### config.mk
export PLATFORM = sky130hd
export DESIGN_NAME = svpwm_min_max_duty_calculator_unit
export DESIGN_NICKNAME = d
export VERILOG_FILES = /design/src/hw/rtl/svpwm_mmd_pkg.sv /design/src/hw/rtl/svpwm_min_max_duty_calculator_unit.sv /design/src/hw/rtl/svpwm_mmd_front.sv /design/src/hw/rtl/svpwm_mmd_fifo.sv /design/src/hw/rtl/svpwm_mmd_back.sv
export SDC_FILE = /design/constraint.sdc
export NUM_CORES = 2
export LEC_CHECK = 0
export ABC_AREA = 1
export BUFFER_PORTS_ARGS = -buffer_cell sky130_fd_sc_hd__buf_2
export CAP_MARGIN = 20
export CORE_UTILIZATION = 50
export DETAILED_ROUTE_END_ITERATION = 12
export HOLD_SLACK_MARGIN = 0.03
export PLACE_DENSITY = 0.69
export SYNTH_ARGS = -nofsm -noshare
export SYNTH_HDL_FRONTEND = slang
export SYNTH_SLANG_ARGS = --single-unit
export TNS_END_PERCENT = 20
### constraint.sdc
create_clock -name clk_i -period 28.9 [get_ports clk_i]
set_input_delay 1.445 -clock clk_i [delete_from_list [all_inputs] [get_ports clk_i]]
set_output_delay 1.445 -clock clk_i [all_outputs]
set_load 0.005 [all_outputs]
### src/hw/rtl/svpwm_mmd_pkg.sv
// Shared types, widths and constants for the SVPWM min-max duty calculator.
package svpwm_mmd_pkg;

  localparam int PW      = 34;  // phase voltage, signed
  localparam int DW      = 35;  // phase offset from midpoint, signed
  localparam int RW      = 34;  // min-max spread, unsigned
  localparam int NW      = 52;  // division numerator and remainder
  localparam int QW      = 17;  // quotient magnitude
  localparam int SW      = 19;  // signed duty before clamp
  localparam int STEP_W  = 5;
  localparam int FIFO_DEPTH = 2;
  localparam int FIFO_AW    = 1;
  localparam int FIFO_CW    = 2;
  localparam int ADDR_W     = 3;

  localparam logic [16:0]       SQRT3_HALF     = 17'd56756;
  localparam logic [15:0]       BUS_FLOOR      = 16'd128;
  localparam logic [15:0]       MAX_DUTY_RESET = 16'd62259;
  localparam logic [ADDR_W-1:0] ADDR_MAX_DUTY  = 3'd0;

  typedef struct packed {
    logic signed [DW-1:0] d_a;
    logic signed [DW-1:0] d_b;
    logic signed [DW-1:0] d_c;
    logic [RW-1:0]        span;
    logic [15:0]          bus;
    logic                 scaled;
  } job_t;

  typedef enum logic [2:0] {
    BK_IDLE,
    BK_MUL,
    BK_NUM,
    BK_DIV,
    BK_FIX,
    BK_OUT
  } back_state_e;

  // 2*max_duty - 1.0 in Q0.16, held at zero when max_duty is not above one half
  function automatic logic [15:0] duty_factor(input logic [15:0] md);
    logic [15:0] f;
    f = md[15] ? {md[14:0], 1'b0} : 16'd0;
    return f;
  endfunction

endpackage

### src/hw/rtl/svpwm_min_max_duty_calculator_unit.sv
// Top level of the SVPWM min-max duty calculator: register port and part wiring.
//
//  channel   handshake               words
//  input     push / full             v_alpha_i, v_beta_i, bus_voltage_i
//  result    empty / pop             duty_a_o, duty_b_o, duty_c_o
//  config    psel/penable/pwrite     max_duty at byte address 0
//
// A word passes the front pipeline, then the back part: three phases in
// turn through the one shared shift-subtract divider (17 quotient bits),
// plus load and hand-over. The back part takes a new word only once it is
// done with the last one, and it waits in hand-over while the result is full.
// Reset clears the pipeline, queue and result flags and loads max_duty.
// Two words queue between front and back; a full result register holds
// the back part while the front keeps accepting until the queue is full.
module svpwm_min_max_duty_calculator_unit import svpwm_mmd_pkg::*; (
  input  logic               clk_i,
  input  logic               rst_ni,
  input  logic               push,
  output logic               full,
  input  logic signed [15:0] v_alpha_i,
  input  logic signed [15:0] v_beta_i,
  input  logic [15:0]        bus_voltage_i,
  output logic               empty,
  input  logic               pop,
  output logic [15:0]        duty_a_o,
  output logic [15:0]        duty_b_o,
  output logic [15:0]        duty_c_o,
  input  logic               psel,
  input  logic               penable,
  input  logic               pwrite,
  input  logic [ADDR_W-1:0]  paddr,
  input  logic [31:0]        pwdata,
  output logic [31:0]        prdata,
  output logic               pready
);

  logic [15:0] max_duty_q;
  logic        q_full, q_empty, q_push, q_pop;
  job_t        q_wjob, q_rjob;

  assign pready = 1'b1;
  assign prdata = (paddr == ADDR_MAX_DUTY) ? {16'd0, max_duty_q} : 32'd0;

  always_ff @(posedge clk_i or negedge rst_ni) begin
    if (!rst_ni) begin
      max_duty_q <= MAX_DUTY_RESET;
    end else if (psel && penable && pwrite && paddr == ADDR_MAX_DUTY) begin
      max_duty_q <= pwdata[15:0];
    end
  end

  svpwm_mmd_front u_front (
    .clk_i         (clk_i),
    .rst_ni        (rst_ni),
    .push_i        (push),
    .stall_o       (full),
    .v_alpha_i     (v_alpha_i),
    .v_beta_i      (v_beta_i),
    .bus_voltage_i (bus_voltage_i),
    .max_duty_i    (max_duty_q),
    .q_full_i      (q_full),
    .q_push_o      (q_push),
    .q_job_o       (q_wjob)
  );

  svpwm_mmd_fifo u_fifo (
    .clk_i   (clk_i),
    .rst_ni  (rst_ni),
    .wr_i    (q_push),
    .wdata_i (q_wjob),
    .full_o  (q_full),
    .rd_i    (q_pop),
    .rdata_o (q_rjob),
    .empty_o (q_empty)
  );

  svpwm_mmd_back u_back (
    .clk_i      (clk_i),
    .rst_ni     (rst_ni),
    .max_duty_i (max_duty_q),
    .q_empty_i  (q_empty),
    .q_job_i    (q_rjob),
    .q_pop_o    (q_pop),
    .pop_i      (pop),
    .empty_o    (empty),
    .duty_a_o   (duty_a_o),
    .duty_b_o   (duty_b_o),
    .duty_c_o   (duty_c_o)
  );

endmodule

### src/hw/rtl/svpwm_mmd_front.sv
// Front pipeline: inverse Clarke, min/max, spread test and midpoint offsets.
module svpwm_mmd_front import svpwm_mmd_pkg::*; (
  input  logic               clk_i,
  input  logic               rst_ni,
  input  logic               push_i,
  output logic               stall_o,
  input  logic signed [15:0] v_alpha_i,
  input  logic signed [15:0] v_beta_i,
  input  logic [15:0]        bus_voltage_i,
  input  logic [15:0]        max_duty_i,
  input  logic               q_full_i,
  output logic               q_push_o,
  output job_t               q_job_o
);

  logic v1_q, v2_q, v3_q;
  logic adv;

  logic signed [15:0] va1_q, vb1_q;
  logic [15:0]        bus1_q, bus2_q, bus3_q;
  logic signed [PW-1:0] pa2_q, pb2_q, pc2_q, pa3_q, pb3_q, pc3_q;
  logic signed [PW-1:0] mn3_q, mx3_q;
  logic [31:0] fb2_q, fb3_q;

  logic signed [32:0]   kb_c;
  logic signed [PW-1:0] va_ext, pa_c, pb_c, pc_c, mn_c, mx_c;
  logic [31:0]          fb_c;
  logic signed [PW-1:0] span_c;

  assign adv     = !(v3_q && q_full_i);
  assign stall_o = !adv;

  always_ff @(posedge clk_i or negedge rst_ni) begin
    if (!rst_ni) begin
      v1_q <= 1'b0;
      v2_q <= 1'b0;
      v3_q <= 1'b0;
    end else if (adv) begin
      v1_q <= push_i;
      v2_q <= v1_q;
      v3_q <= v2_q;
    end
  end

  // stage 2: phase voltages and the spread limit product
  assign va_ext = PW'(va1_q);
  assign kb_c   = $signed({1'b0, SQRT3_HALF}) * vb1_q;
  assign pa_c   = va_ext <<< 16;
  assign pb_c   = -(va_ext <<< 15) + PW'(kb_c);
  assign pc_c   = -(va_ext <<< 15) - PW'(kb_c);
  assign fb_c   = duty_factor(max_duty_i) * bus1_q;

  // stage 3: extremes
  always_comb begin
    mn_c = pa2_q;
    mx_c = pa2_q;
    if (pb2_q < mn_c) mn_c = pb2_q;
    if (pc2_q < mn_c) mn_c = pc2_q;
    if (pb2_q > mx_c) mx_c = pb2_q;
    if (pc2_q > mx_c) mx_c = pc2_q;
  end

  always_ff @(posedge clk_i) begin
    if (adv) begin
      va1_q  <= v_alpha_i;
      vb1_q  <= v_beta_i;
      bus1_q <= (bus_voltage_i < BUS_FLOOR) ? BUS_FLOOR : bus_voltage_i;
      pa2_q  <= pa_c;
      pb2_q  <= pb_c;
      pc2_q  <= pc_c;
      fb2_q  <= fb_c;
      bus2_q <= bus1_q;
      pa3_q  <= pa2_q;
      pb3_q  <= pb2_q;
      pc3_q  <= pc2_q;
      mn3_q  <= mn_c;
      mx3_q  <= mx_c;
      fb3_q  <= fb2_q;
      bus3_q <= bus2_q;
    end
  end

  // spread, scale decision and offsets from the midpoint
  assign span_c = mx3_q - mn3_q;

  always_comb begin
    q_job_o.span   = RW'(span_c);
    q_job_o.bus    = bus3_q;
    q_job_o.scaled = 50'(RW'(span_c)) > 50'({fb3_q, 16'd0});
    q_job_o.d_a    = (DW'(pa3_q) <<< 1) - DW'(mn3_q) - DW'(mx3_q);
    q_job_o.d_b    = (DW'(pb3_q) <<< 1) - DW'(mn3_q) - DW'(mx3_q);
    q_job_o.d_c    = (DW'(pc3_q) <<< 1) - DW'(mn3_q) - DW'(mx3_q);
  end

  assign q_push_o = v3_q && !q_full_i;

endmodule

### src/hw/rtl/svpwm_mmd_fifo.sv
// Short queue of classified words between the front and back parts.
module svpwm_mmd_fifo import svpwm_mmd_pkg::*; (
  input  logic clk_i,
  input  logic rst_ni,
  input  logic wr_i,
  input  job_t wdata_i,
  output logic full_o,
  input  logic rd_i,
  output job_t rdata_o,
  output logic empty_o
);

  job_t mem_q [FIFO_DEPTH];
  logic [FIFO_AW-1:0] wp_q, rp_q;
  logic [FIFO_CW-1:0] cnt_q;

  assign full_o  = cnt_q == FIFO_CW'(FIFO_DEPTH);
  assign empty_o = cnt_q == '0;
  assign rdata_o = mem_q[rp_q];

  always_ff @(posedge clk_i or negedge rst_ni) begin
    if (!rst_ni) begin
      wp_q  <= '0;
      rp_q  <= '0;
      cnt_q <= '0;
    end else begin
      if (wr_i) wp_q <= wp_q + 1'b1;
      if (rd_i) rp_q <= rp_q + 1'b1;
      if (wr_i && !rd_i) cnt_q <= cnt_q + 1'b1;
      else if (rd_i && !wr_i) cnt_q <= cnt_q - 1'b1;
    end
  end

  always_ff @(posedge clk_i) begin
    if (wr_i) mem_q[wp_q] <= wdata_i;
  end

endmodule

### src/hw/rtl/svpwm_mmd_back.sv
// Back part: per-phase scaling divide, rounding, clamp and output register.
module svpwm_mmd_back import svpwm_mmd_pkg::*; (
  input  logic        clk_i,
  input  logic        rst_ni,
  input  logic [15:0] max_duty_i,
  input  logic        q_empty_i,
  input  job_t        q_job_i,
  output logic        q_pop_o,
  input  logic        pop_i,
  output logic        empty_o,
  output logic [15:0] duty_a_o,
  output logic [15:0] duty_b_o,
  output logic [15:0] duty_c_o
);

  back_state_e state_q, state_d;
  logic [1:0]  idx_q, idx_d;
  logic [STEP_W-1:0] step_q, step_d;
  logic        out_v_q, out_v_d;

  job_t               job_q;
  logic signed [NW-1:0] prod_q;
  logic [NW-1:0]      rem_q, den_q;
  logic [QW-1:0]      quo_q;
  logic               neg_q;
  logic [15:0]        res_q [3];
  logic [15:0]        da_q, db_q, dc_q;

  logic signed [DW-1:0] d_sel;
  logic [15:0]          factor_c;
  logic signed [NW-1:0] mul_c, num_c;
  logic [NW-1:0]        add_c;
  logic [DW-1:0]        den_base;
  logic [QW:0]          q_inc;
  logic signed [SW-1:0] qs_c, duty_c;
  logic [15:0]          clamp_c;
  logic                 slot_free;

  assign factor_c  = duty_factor(max_duty_i);
  assign slot_free = !out_v_q || pop_i;

  always_comb begin
    case (idx_q)
      2'd0:    d_sel = job_q.d_a;
      2'd1:    d_sel = job_q.d_b;
      default: d_sel = job_q.d_c;
    endcase
  end

  assign mul_c    = d_sel * $signed({1'b0, factor_c});
  assign add_c    = job_q.scaled ? NW'(job_q.span) : NW'({job_q.bus, 17'd0});
  assign num_c    = prod_q + $signed(add_c);
  assign den_base = job_q.scaled ? DW'({job_q.span, 1'b0}) : DW'({job_q.bus, 18'd0});

  // floor of the signed quotient, then offset by one half and clamp
  assign q_inc  = {1'b0, quo_q} + 1'b1;
  assign qs_c   = !neg_q ? SW'(quo_q) :
                  (rem_q != '0) ? -SW'(q_inc) : -SW'(quo_q);
  assign duty_c = qs_c + SW'(32768);
  assign clamp_c = duty_c[SW-1] ? 16'd0 :
                   (duty_c > $signed({3'b0, max_duty_i})) ? max_duty_i : duty_c[15:0];

  always_comb begin
    state_d = state_q;
    idx_d   = idx_q;
    step_d  = step_q;
    out_v_d = out_v_q && !pop_i;
    q_pop_o = 1'b0;
    case (state_q)
      BK_IDLE: begin
        if (!q_empty_i) begin
          q_pop_o = 1'b1;
          idx_d   = 2'd0;
          state_d = BK_MUL;
        end
      end
      BK_MUL:  state_d = BK_NUM;
      BK_NUM: begin
        step_d  = STEP_W'(QW - 1);
        state_d = BK_DIV;
      end
      BK_DIV: begin
        step_d = step_q - 1'b1;
        if (step_q == '0) state_d = BK_FIX;
      end
      BK_FIX: begin
        if (idx_q == 2'd2) begin
          state_d = BK_OUT;
        end else begin
          idx_d   = idx_q + 1'b1;
          state_d = BK_MUL;
        end
      end
      BK_OUT: begin
        if (slot_free) begin
          out_v_d = 1'b1;
          state_d = BK_IDLE;
        end
      end
      default: state_d = BK_IDLE;
    endcase
  end

  always_ff @(posedge clk_i or negedge rst_ni) begin
    if (!rst_ni) begin
      state_q <= BK_IDLE;
      idx_q   <= 2'd0;
      step_q  <= '0;
      out_v_q <= 1'b0;
    end else begin
      state_q <= state_d;
      idx_q   <= idx_d;
      step_q  <= step_d;
      out_v_q <= out_v_d;
    end
  end

  always_ff @(posedge clk_i) begin
    case (state_q)
      BK_IDLE: if (!q_empty_i) job_q <= q_job_i;
      BK_MUL:  prod_q <= job_q.scaled ? mul_c : (NW'(d_sel) <<< 1);
      BK_NUM: begin
        neg_q <= num_c[NW-1];
        rem_q <= num_c[NW-1] ? NW'(-num_c) : NW'(num_c);
        den_q <= NW'(den_base) << (QW - 1);
        quo_q <= '0;
      end
      BK_DIV: begin
        // one quotient bit per step, largest first
        if (rem_q >= den_q) begin
          rem_q <= rem_q - den_q;
          quo_q <= {quo_q[QW-2:0], 1'b1};
        end else begin
          quo_q <= {quo_q[QW-2:0], 1'b0};
        end
        den_q <= den_q >> 1;
      end
      BK_FIX:  res_q[idx_q] <= clamp_c;
      BK_OUT: begin
        if (slot_free) begin
          da_q <= res_q[0];
          db_q <= res_q[1];
          dc_q <= res_q[2];
        end
      end
      default: ;
    endcase
  end

  assign empty_o  = !out_v_q;
  assign duty_a_o = da_q;
  assign duty_b_o = db_q;
  assign duty_c_o = dc_q;

endmodule

Word level (Yosys, flattened, before mapping)
Memories as Yosys holds them, arrays and structs flattened. A register that Yosys moved wholly into a read port is not among the register bits.
Index checks and enable logic that the tools add are counted.
{"block": "op_classes", "order_cmp": 8, "n_addsub": 23, "n_eq_ne": 13, "bitwise_logic": 1, "muxes": 39, "mul": 3, "n_reduce_logical": 28}
{"op": "52-bit one-hot mux with 2 select lines", "n": 2}
{"op": "35-bit by 34-bit subtractor with 35-bit output", "n": 5}
{"op": "34-bit 2-to-1 mux", "n": 5}
{"op": "52-bit 2-to-1 mux", "n": 3}
{"op": "35-bit one-hot mux with 2 select lines", "n": 1}
{"op": "16-bit 2-to-1 mux", "n": 4}
{"op": "52-bit adder", "n": 1}
{"op": "52-bit greater-or-equal comparator", "n": 1}
{"op": "35-bit by 17-bit multiplier with 52-bit output", "n": 1}
{"op": "52-bit negation", "n": 1}
{"op": "52-bit nonzero test", "n": 1}
{"op": "52-bit subtractor", "n": 1}
{"op": "50-bit by 48-bit > comparator with 1-bit output", "n": 1}
{"op": "19-bit 2-to-1 mux", "n": 2}
{"op": "35-bit 2-to-1 mux", "n": 1}
{"op": "33-bit by 34-bit subtractor with 35-bit output", "n": 1}
{"op": "34-bit by 33-bit adder with 34-bit output", "n": 1}
{"op": "34-bit by 32-bit > comparator with 1-bit output", "n": 1}
{"op": "34-bit > comparator", "n": 1}
{"op": "34-bit by 32-bit < comparator with 1-bit output", "n": 1}
{"op": "34-bit < comparator", "n": 1}
{"op": "31-bit negation with 34-bit output", "n": 1}
{"op": "17-bit one-hot mux with 2 select lines", "n": 1}
{"op": "34-bit by 33-bit subtractor with 34-bit output", "n": 1}
{"op": "36 further kinds", "n": 76}
{"block": "word_totals", "in_bits": 90, "mem_count": 2, "mem_bits_rw": 360, "reg_bits": 588}
{"memory": "u_fifo.mem_q", "words": 2, "width": 156, "rd": 1, "rd_ports_with_merged_regs": 1, "write_ports": 1, "line": "svpwm_mmd_fifo.sv:13", "rtl": "job_t mem_q [FIFO_DEPTH];"}
{"memory": "u_back.res_q", "words": 3, "width": 16, "rd": 3, "rd_ports_with_merged_regs": 3, "write_ports": 1, "line": "svpwm_mmd_back.sv:26", "rtl": "logic [15:0] res_q [3];"}

Depth between registers and ports, before layout
{"block": "logic_depth", "ltp_word": 8, "depth_mapped": 40, "depth_no_buf": 37}

Modules after synthesis
From an unflattened synthesis, not the netlist that was laid out.
{"block": "hier_totals", "cells_unflattened": 10609, "area_unflattened_um2": 97551.1}
{"module": "svpwm_mmd_back", "area_each_um2": 44726.6, "n_inst": 1, "cells_per_inst": 5440}
{"module": "svpwm_mmd_front", "area_each_um2": 40258.6, "n_inst": 1, "cells_per_inst": 4530}
{"module": "svpwm_mmd_fifo", "area_each_um2": 11503.5, "n_inst": 1, "cells_per_inst": 510}
{"module": "svpwm_min_max_duty_calculator_unit", "area_each_um2": 1062.3, "n_inst": 1, "cells_per_inst": 129}

Worst setup path after synthesis
Ideal clock, no wire load.
{"block": "synth_timing", "kind": "register -> register", "startpoint": "register u_back.state_q[0]", "endpoint": "register u_fifo.cnt_q[1]", "setup_slack_ns": 19.436, "setup_ns": 0.131, "path_stages_with_launch": 11, "t_arrival_ns": 9.333, "t_required_ns": 28.769, "period_less_slack_ns": 9.464, "path_cell_list": "dfrtp_1 > nor2_1 > inv_1 > nor2_1 > inv_1 > a21oi_1 > inv_1 > ha_1 > a21oi_1 > o21ai_0 > xor2_1"}
{"block": "synth_via", "elab_chain_len": 5, "word_cells_on_any_way": 7, "classes_between": "mux: 2; reduce/logical: 5"}
{"item": "start, declared", "line": "svpwm_mmd_back.sv:16", "rtl": "back_state_e state_q, state_d;"}
{"item": "start signal, assigned", "line": "svpwm_mmd_back.sv:111", "rtl": "state_q <= state_d;"}
{"item": "3-bit zero test *", "line": "svpwm_mmd_back.sv:69", "rtl": "case (state_q)"}
{"item": "1-bit 2-to-1 mux *", "line": "svpwm_mmd_back.sv:69"}
{"item": "via q_pop", "line": "svpwm_min_max_duty_calculator_unit.sv:38", "rtl": "logic q_full, q_empty, q_push, q_pop;"}
{"item": "1-bit zero test", "line": "svpwm_mmd_fifo.sv:29", "rtl": "if (wr_i && !rd_i) cnt_q <= cnt_q + 1'b1;"}
{"item": "1-bit logical AND", "line": "svpwm_mmd_fifo.sv:29"}
{"item": "2-bit 2-to-1 mux / 2-bit nonzero test (equally long branches)"}
{"item": "end signal, assigned", "line": "svpwm_mmd_fifo.sv:29"}
{"item": "end signal, assigned", "line": "svpwm_mmd_fifo.sv:30", "rtl": "else if (rd_i && !wr_i) cnt_q <= cnt_q - 1'b1;"}
{"item": "end, declared", "line": "svpwm_mmd_fifo.sv:15", "rtl": "logic [FIFO_CW-1:0] cnt_q;"}
The timed path passes the listed nets; every way through them passes the cells marked *.
A chain may end at the register's enable or synchronous reset.

Final worst setup path
{"block": "layout_timing", "startpoint": "register u_back.idx_q[1]", "endpoint": "register u_back.prod_q[49], data pin"}
{"block": "layout_via", "elab_chain_len": 4, "word_cells_on_any_way": 5, "classes_between": "mul: 1; eq/ne: 1; mux: 2; reduce/logical: 1"}
{"item": "start, declared", "line": "svpwm_mmd_back.sv:17", "rtl": "logic [1:0] idx_q, idx_d;"}
{"item": "start signal, assigned", "line": "svpwm_mmd_back.sv:112", "rtl": "idx_q <= idx_d;"}
{"item": "2-bit by 1-bit == test with 1-bit output / 2-bit zero test (equally long branches)", "line": "svpwm_mmd_back.sv:43", "rtl": "case (idx_q)"}
{"item": "35-bit one-hot mux with 2 select lines *", "line": "svpwm_mmd_back.sv:43"}
{"item": "35-bit by 17-bit multiplier with 52-bit output", "line": "svpwm_mmd_back.sv:50", "rtl": "assign mul_c = d_sel * $signed({1'b0, factor_c});"}
{"item": "52-bit 2-to-1 mux *", "line": "svpwm_mmd_back.sv:121", "rtl": "BK_MUL: prod_q <= job_q.scaled ? mul_c : (NW'(d_sel) <<< 1);"}
{"item": "end signal, assigned", "line": "svpwm_mmd_back.sv:121"}
{"item": "end, declared", "line": "svpwm_mmd_back.sv:22", "rtl": "logic signed [NW-1:0] prod_q;"}
Every way passes the cells marked *; elsewhere a longest branch is shown, timed or not.

==> results.cfg <==
[worst_setup_path]
critPathMaxFanout = 33
worst_path_max_delay_cell = a21oi_2
crit_type = register to register
slowest_delay_ps = 910
crit_path_end_kind = register
worstSetupStartpointType = register
cp.arrival_ps = 10290
cp.required_ps = 29390

[global_routing]
grt_pass1_wl_um = 418000
grt_overflow = 0
gr-usage-all-layers = 0.285
grt_pass1_vias = 72900
grt_max_degree = 103
antenna_found_initial = 9

[route]
drc_errors = 0
wl_um = 270000
ant_nets = 0
num_vias = 71700
drt_pass1_iterations = 6
wire_per_inst_um = 20.4
first_iter_violations = 5946
via_per_inst = 5.42

[cts]
ctsResizeCount = 0
clock_latency_ps = 800
hold_buffers = 0
ctsRootBufferMaster = clkbuf_16
cts_max_path_buffers = 3
cts_setup_buffers = 0
clk_pin_slew_ps = 80
cts_sinks = 1096
cts_tree = built
cts_max_level = 3
cts_made_buffers = 116

[timing]
slew_viol_final = 0
min_period_ps = 9800
hold_viol_final = 0
tns_ps = 0
fin_skew_ps = 48.8
rsz0062_at_grt = false
tightest_slew_ps = 1120
period_share = 0.339
setup_viol = 0
fmax_ghz = 0.102
slew_headroom = 0.250

[placed_design]
dp_hpwl_um = 217000
io_buffers = 139
globalplace.congestion = 0.988

[run_status]
status = complete, no violations

[yosys]
syn_area_per_cell_sq_um = 8.92
ys.warnings.count = 0
synth.distinct_cells = 75
syn_area_sq_um = 94000
netlist_instances = 10500
synthArstFlopShare = 0.0310
synth_seq_area_share = 0.349
synth_seq_cells = 1096
synthFlopType = edfxtp_1
synth_edf_count = 1062

[worst_hold_path]
hold_class = register to register

[run]
maxCapViolCount = 0

[layout]
fin_nets = 12400
syn_to_final_growth_pct = 8.15
fillers = 16800
drive_gt1_frac = 0.0553

[die]
start_util = 0.505
rows = 158
fp.dieH_um = 436
core-area_sq_um = 186000
pin_count = 173
die-area_sq_um = 190000
fp.dieW_um = 436
==> cells in the final DEF, fill, tap and decap left out, types with 233 or more instances in the layout <==
cell	instances
a21oi_1	507
edfxtp_1	1062
fa_1	844
ha_1	773
inv_1	2047
nand2_1	2373
nand3_1	240
nor2_1	913
o21ai_0	436
xor2_1	233
==> cells by family (layout without fill, tap and decap cells) <==
logic type,after synthesis,in the layout,share of synthesized area
XOR/XNOR,318,318,0.0302
buffers and inverters,2342,2547,0.0945
other,2,20,0.0000799
flip-flops,1096,1096,0.349
AND/OR/NAND/NOR,3870,3870,0.167
AO/OA/AOI/OAI,1287,1287,0.0770
adder cells (fa/ha/maj),1617,1617,0.283
==> worst max-delay path: cells and delay by family, from the launching register on <==
family,cells,cell delay [ps]
adders and majority gates,8,3680
DFF,1,390
AOI/OAI and AO/OA,4,1670
and+or+nand+nor,9,1610
buffers and inverters,9,2100
==> metal layers <==
| layer | part of all wire | up-vias | GRT usage |
|---|---|---|---|
| li1 | - | 33700 | - |
| met3 | 0.071 | 520 | 0.0451 |
| met1 | 0.41 | 34900 | 0.367 |
| met2 | 0.48 | 2601 | 0.484 |
| met5 | 0.000048 | - | 0 |
| met4 | 0.040 | 2 | 0.109 |
==> stage by stage <==
stage / instance area (sq um) / setup slack, ps / instances / utilization / hold WS, ps
after CTS: 102000 / 19300 / 13200 / 0.546 / 398
after floorplan: 94000 / 19440 / 10500 / - / 400
after global placement: 97700 / 19300 / 13000 / 0.525 / 401
after global routing: 102000 / 18730 / 13200 / 0.546 / 406
after detailed placement: 97700 / 19360 / 13000 / 0.525 / 405
final: 102000 / 19100 / 13200 / 0.546 / 396
==> layout make-up <==
cell class / instances / area, sq um / share of cell area
antenna: 3 / 7.51 / 0.0000739
inverter: 2100 / 7890 / 0.0777
multi-input combinational: 7109 / 52500 / 0.517
clock inverter: 81 / 921 / 0.00906
sequential: 1096 / 32800 / 0.322
timing repair buffer: 233 / 1410 / 0.0139
tap: 2480 / 3100 / 0.0305
clock buffer: 133 / 3000 / 0.0295
==> flip-flops by register name, indices dropped and copies added (netlist names), 32 cells and up <==
name,flops
u_fifo.mem_q,288
u_back.job_q,144
u_back.rem_q,52
u_back.den_q,51
u_back.prod_q,49
u_back.res_q,48
u_front.mn3_q,32
u_front.mx3_q,32
u_front.pb2_q,32
u_front.pc3_q,32
==> cell usage after synthesis, types with 5 or more instances <==
library cell | instances | share of area
a21oi_1 | 523 | 0.028
clkbuf_1 | 188 | 0.0075
a22o_1 | 31 | 0.0029
fa_1 | 844 | 0.18
nand2_2 | 33 | 0.0022
nand3b_1 | 21 | 0.0017
o31ai_1 | 15 | 0.0012
nand3_2 | 5 | 0.00053
o21a_1 | 33 | 0.0026
nor4_1 | 24 | 0.0016
dfrtp_1 | 24 | 0.0064
buf_4 | 18 | 0.0014
nor2_4 | 9 | 0.0011
a31oi_1 | 54 | 0.0036
o21ai_0 | 436 | 0.023
inv_2 | 19 | 0.00076
clkinv_1 | 30 | 0.0012
xor2_1 | 233 | 0.022
nor3_1 | 88 | 0.0047
a221oi_1 | 6 | 0.00056
edfxtp_1 | 1062 | 0.34
o221a_2 | 5 | 0.00060
o211ai_1 | 26 | 0.0021
nand2_1 | 2375 | 0.095
o221ai_1 | 12 | 0.0011
dfstp_2 | 10 | 0.0028
o21bai_1 | 16 | 0.0013
nand4_1 | 90 | 0.0060
ha_1 | 773 | 0.10
xnor2_1 | 81 | 0.0075
o21ai_1 | 25 | 0.0013
nor2_2 | 17 | 0.0011
o22ai_1 | 9 | 0.00060
inv_1 | 2051 | 0.082
a21boi_0 | 18 | 0.0014
or2_2 | 21 | 0.0014
a211oi_1 | 12 | 0.00096
nand3_1 | 240 | 0.013
nor2_1 | 922 | 0.037
buf_1 | 23 | 0.00092
a21o_1 | 34 | 0.0027
buf_2 | 12 | 0.00064
==> worst paths after layout <==
kind                            slack (ps)                          end  cells after the start                         start
worst max-delay path                 19100  u_back.prod_q[49]$_DFFE_PP_                     30   u_back.idx_q[1]$_DFFE_PN0P_
max in group asynchronous            27270      u_fifo.rp_q$_DFFE_PN0P_                      1                        rst_ni
worst min register to register         400        duty_a_o[4]$_DFFE_PP_                      0  u_back.res_q[0][4]$_DFFE_PP_
worst min-delay path                   400        duty_a_o[4]$_DFFE_PP_                      0  u_back.res_q[0][4]$_DFFE_PP_
worst max register to register       19100  u_back.prod_q[49]$_DFFE_PP_                     30   u_back.idx_q[1]$_DFFE_PN0P_
min in group asynchronous              860    max_duty_q[6]$_DFFE_PN0P_                      1                        rst_ni
Power is left out: the tool's default activity adds up to more than one toggle a clock period on the data nets, which glitch-free logic cannot reach.
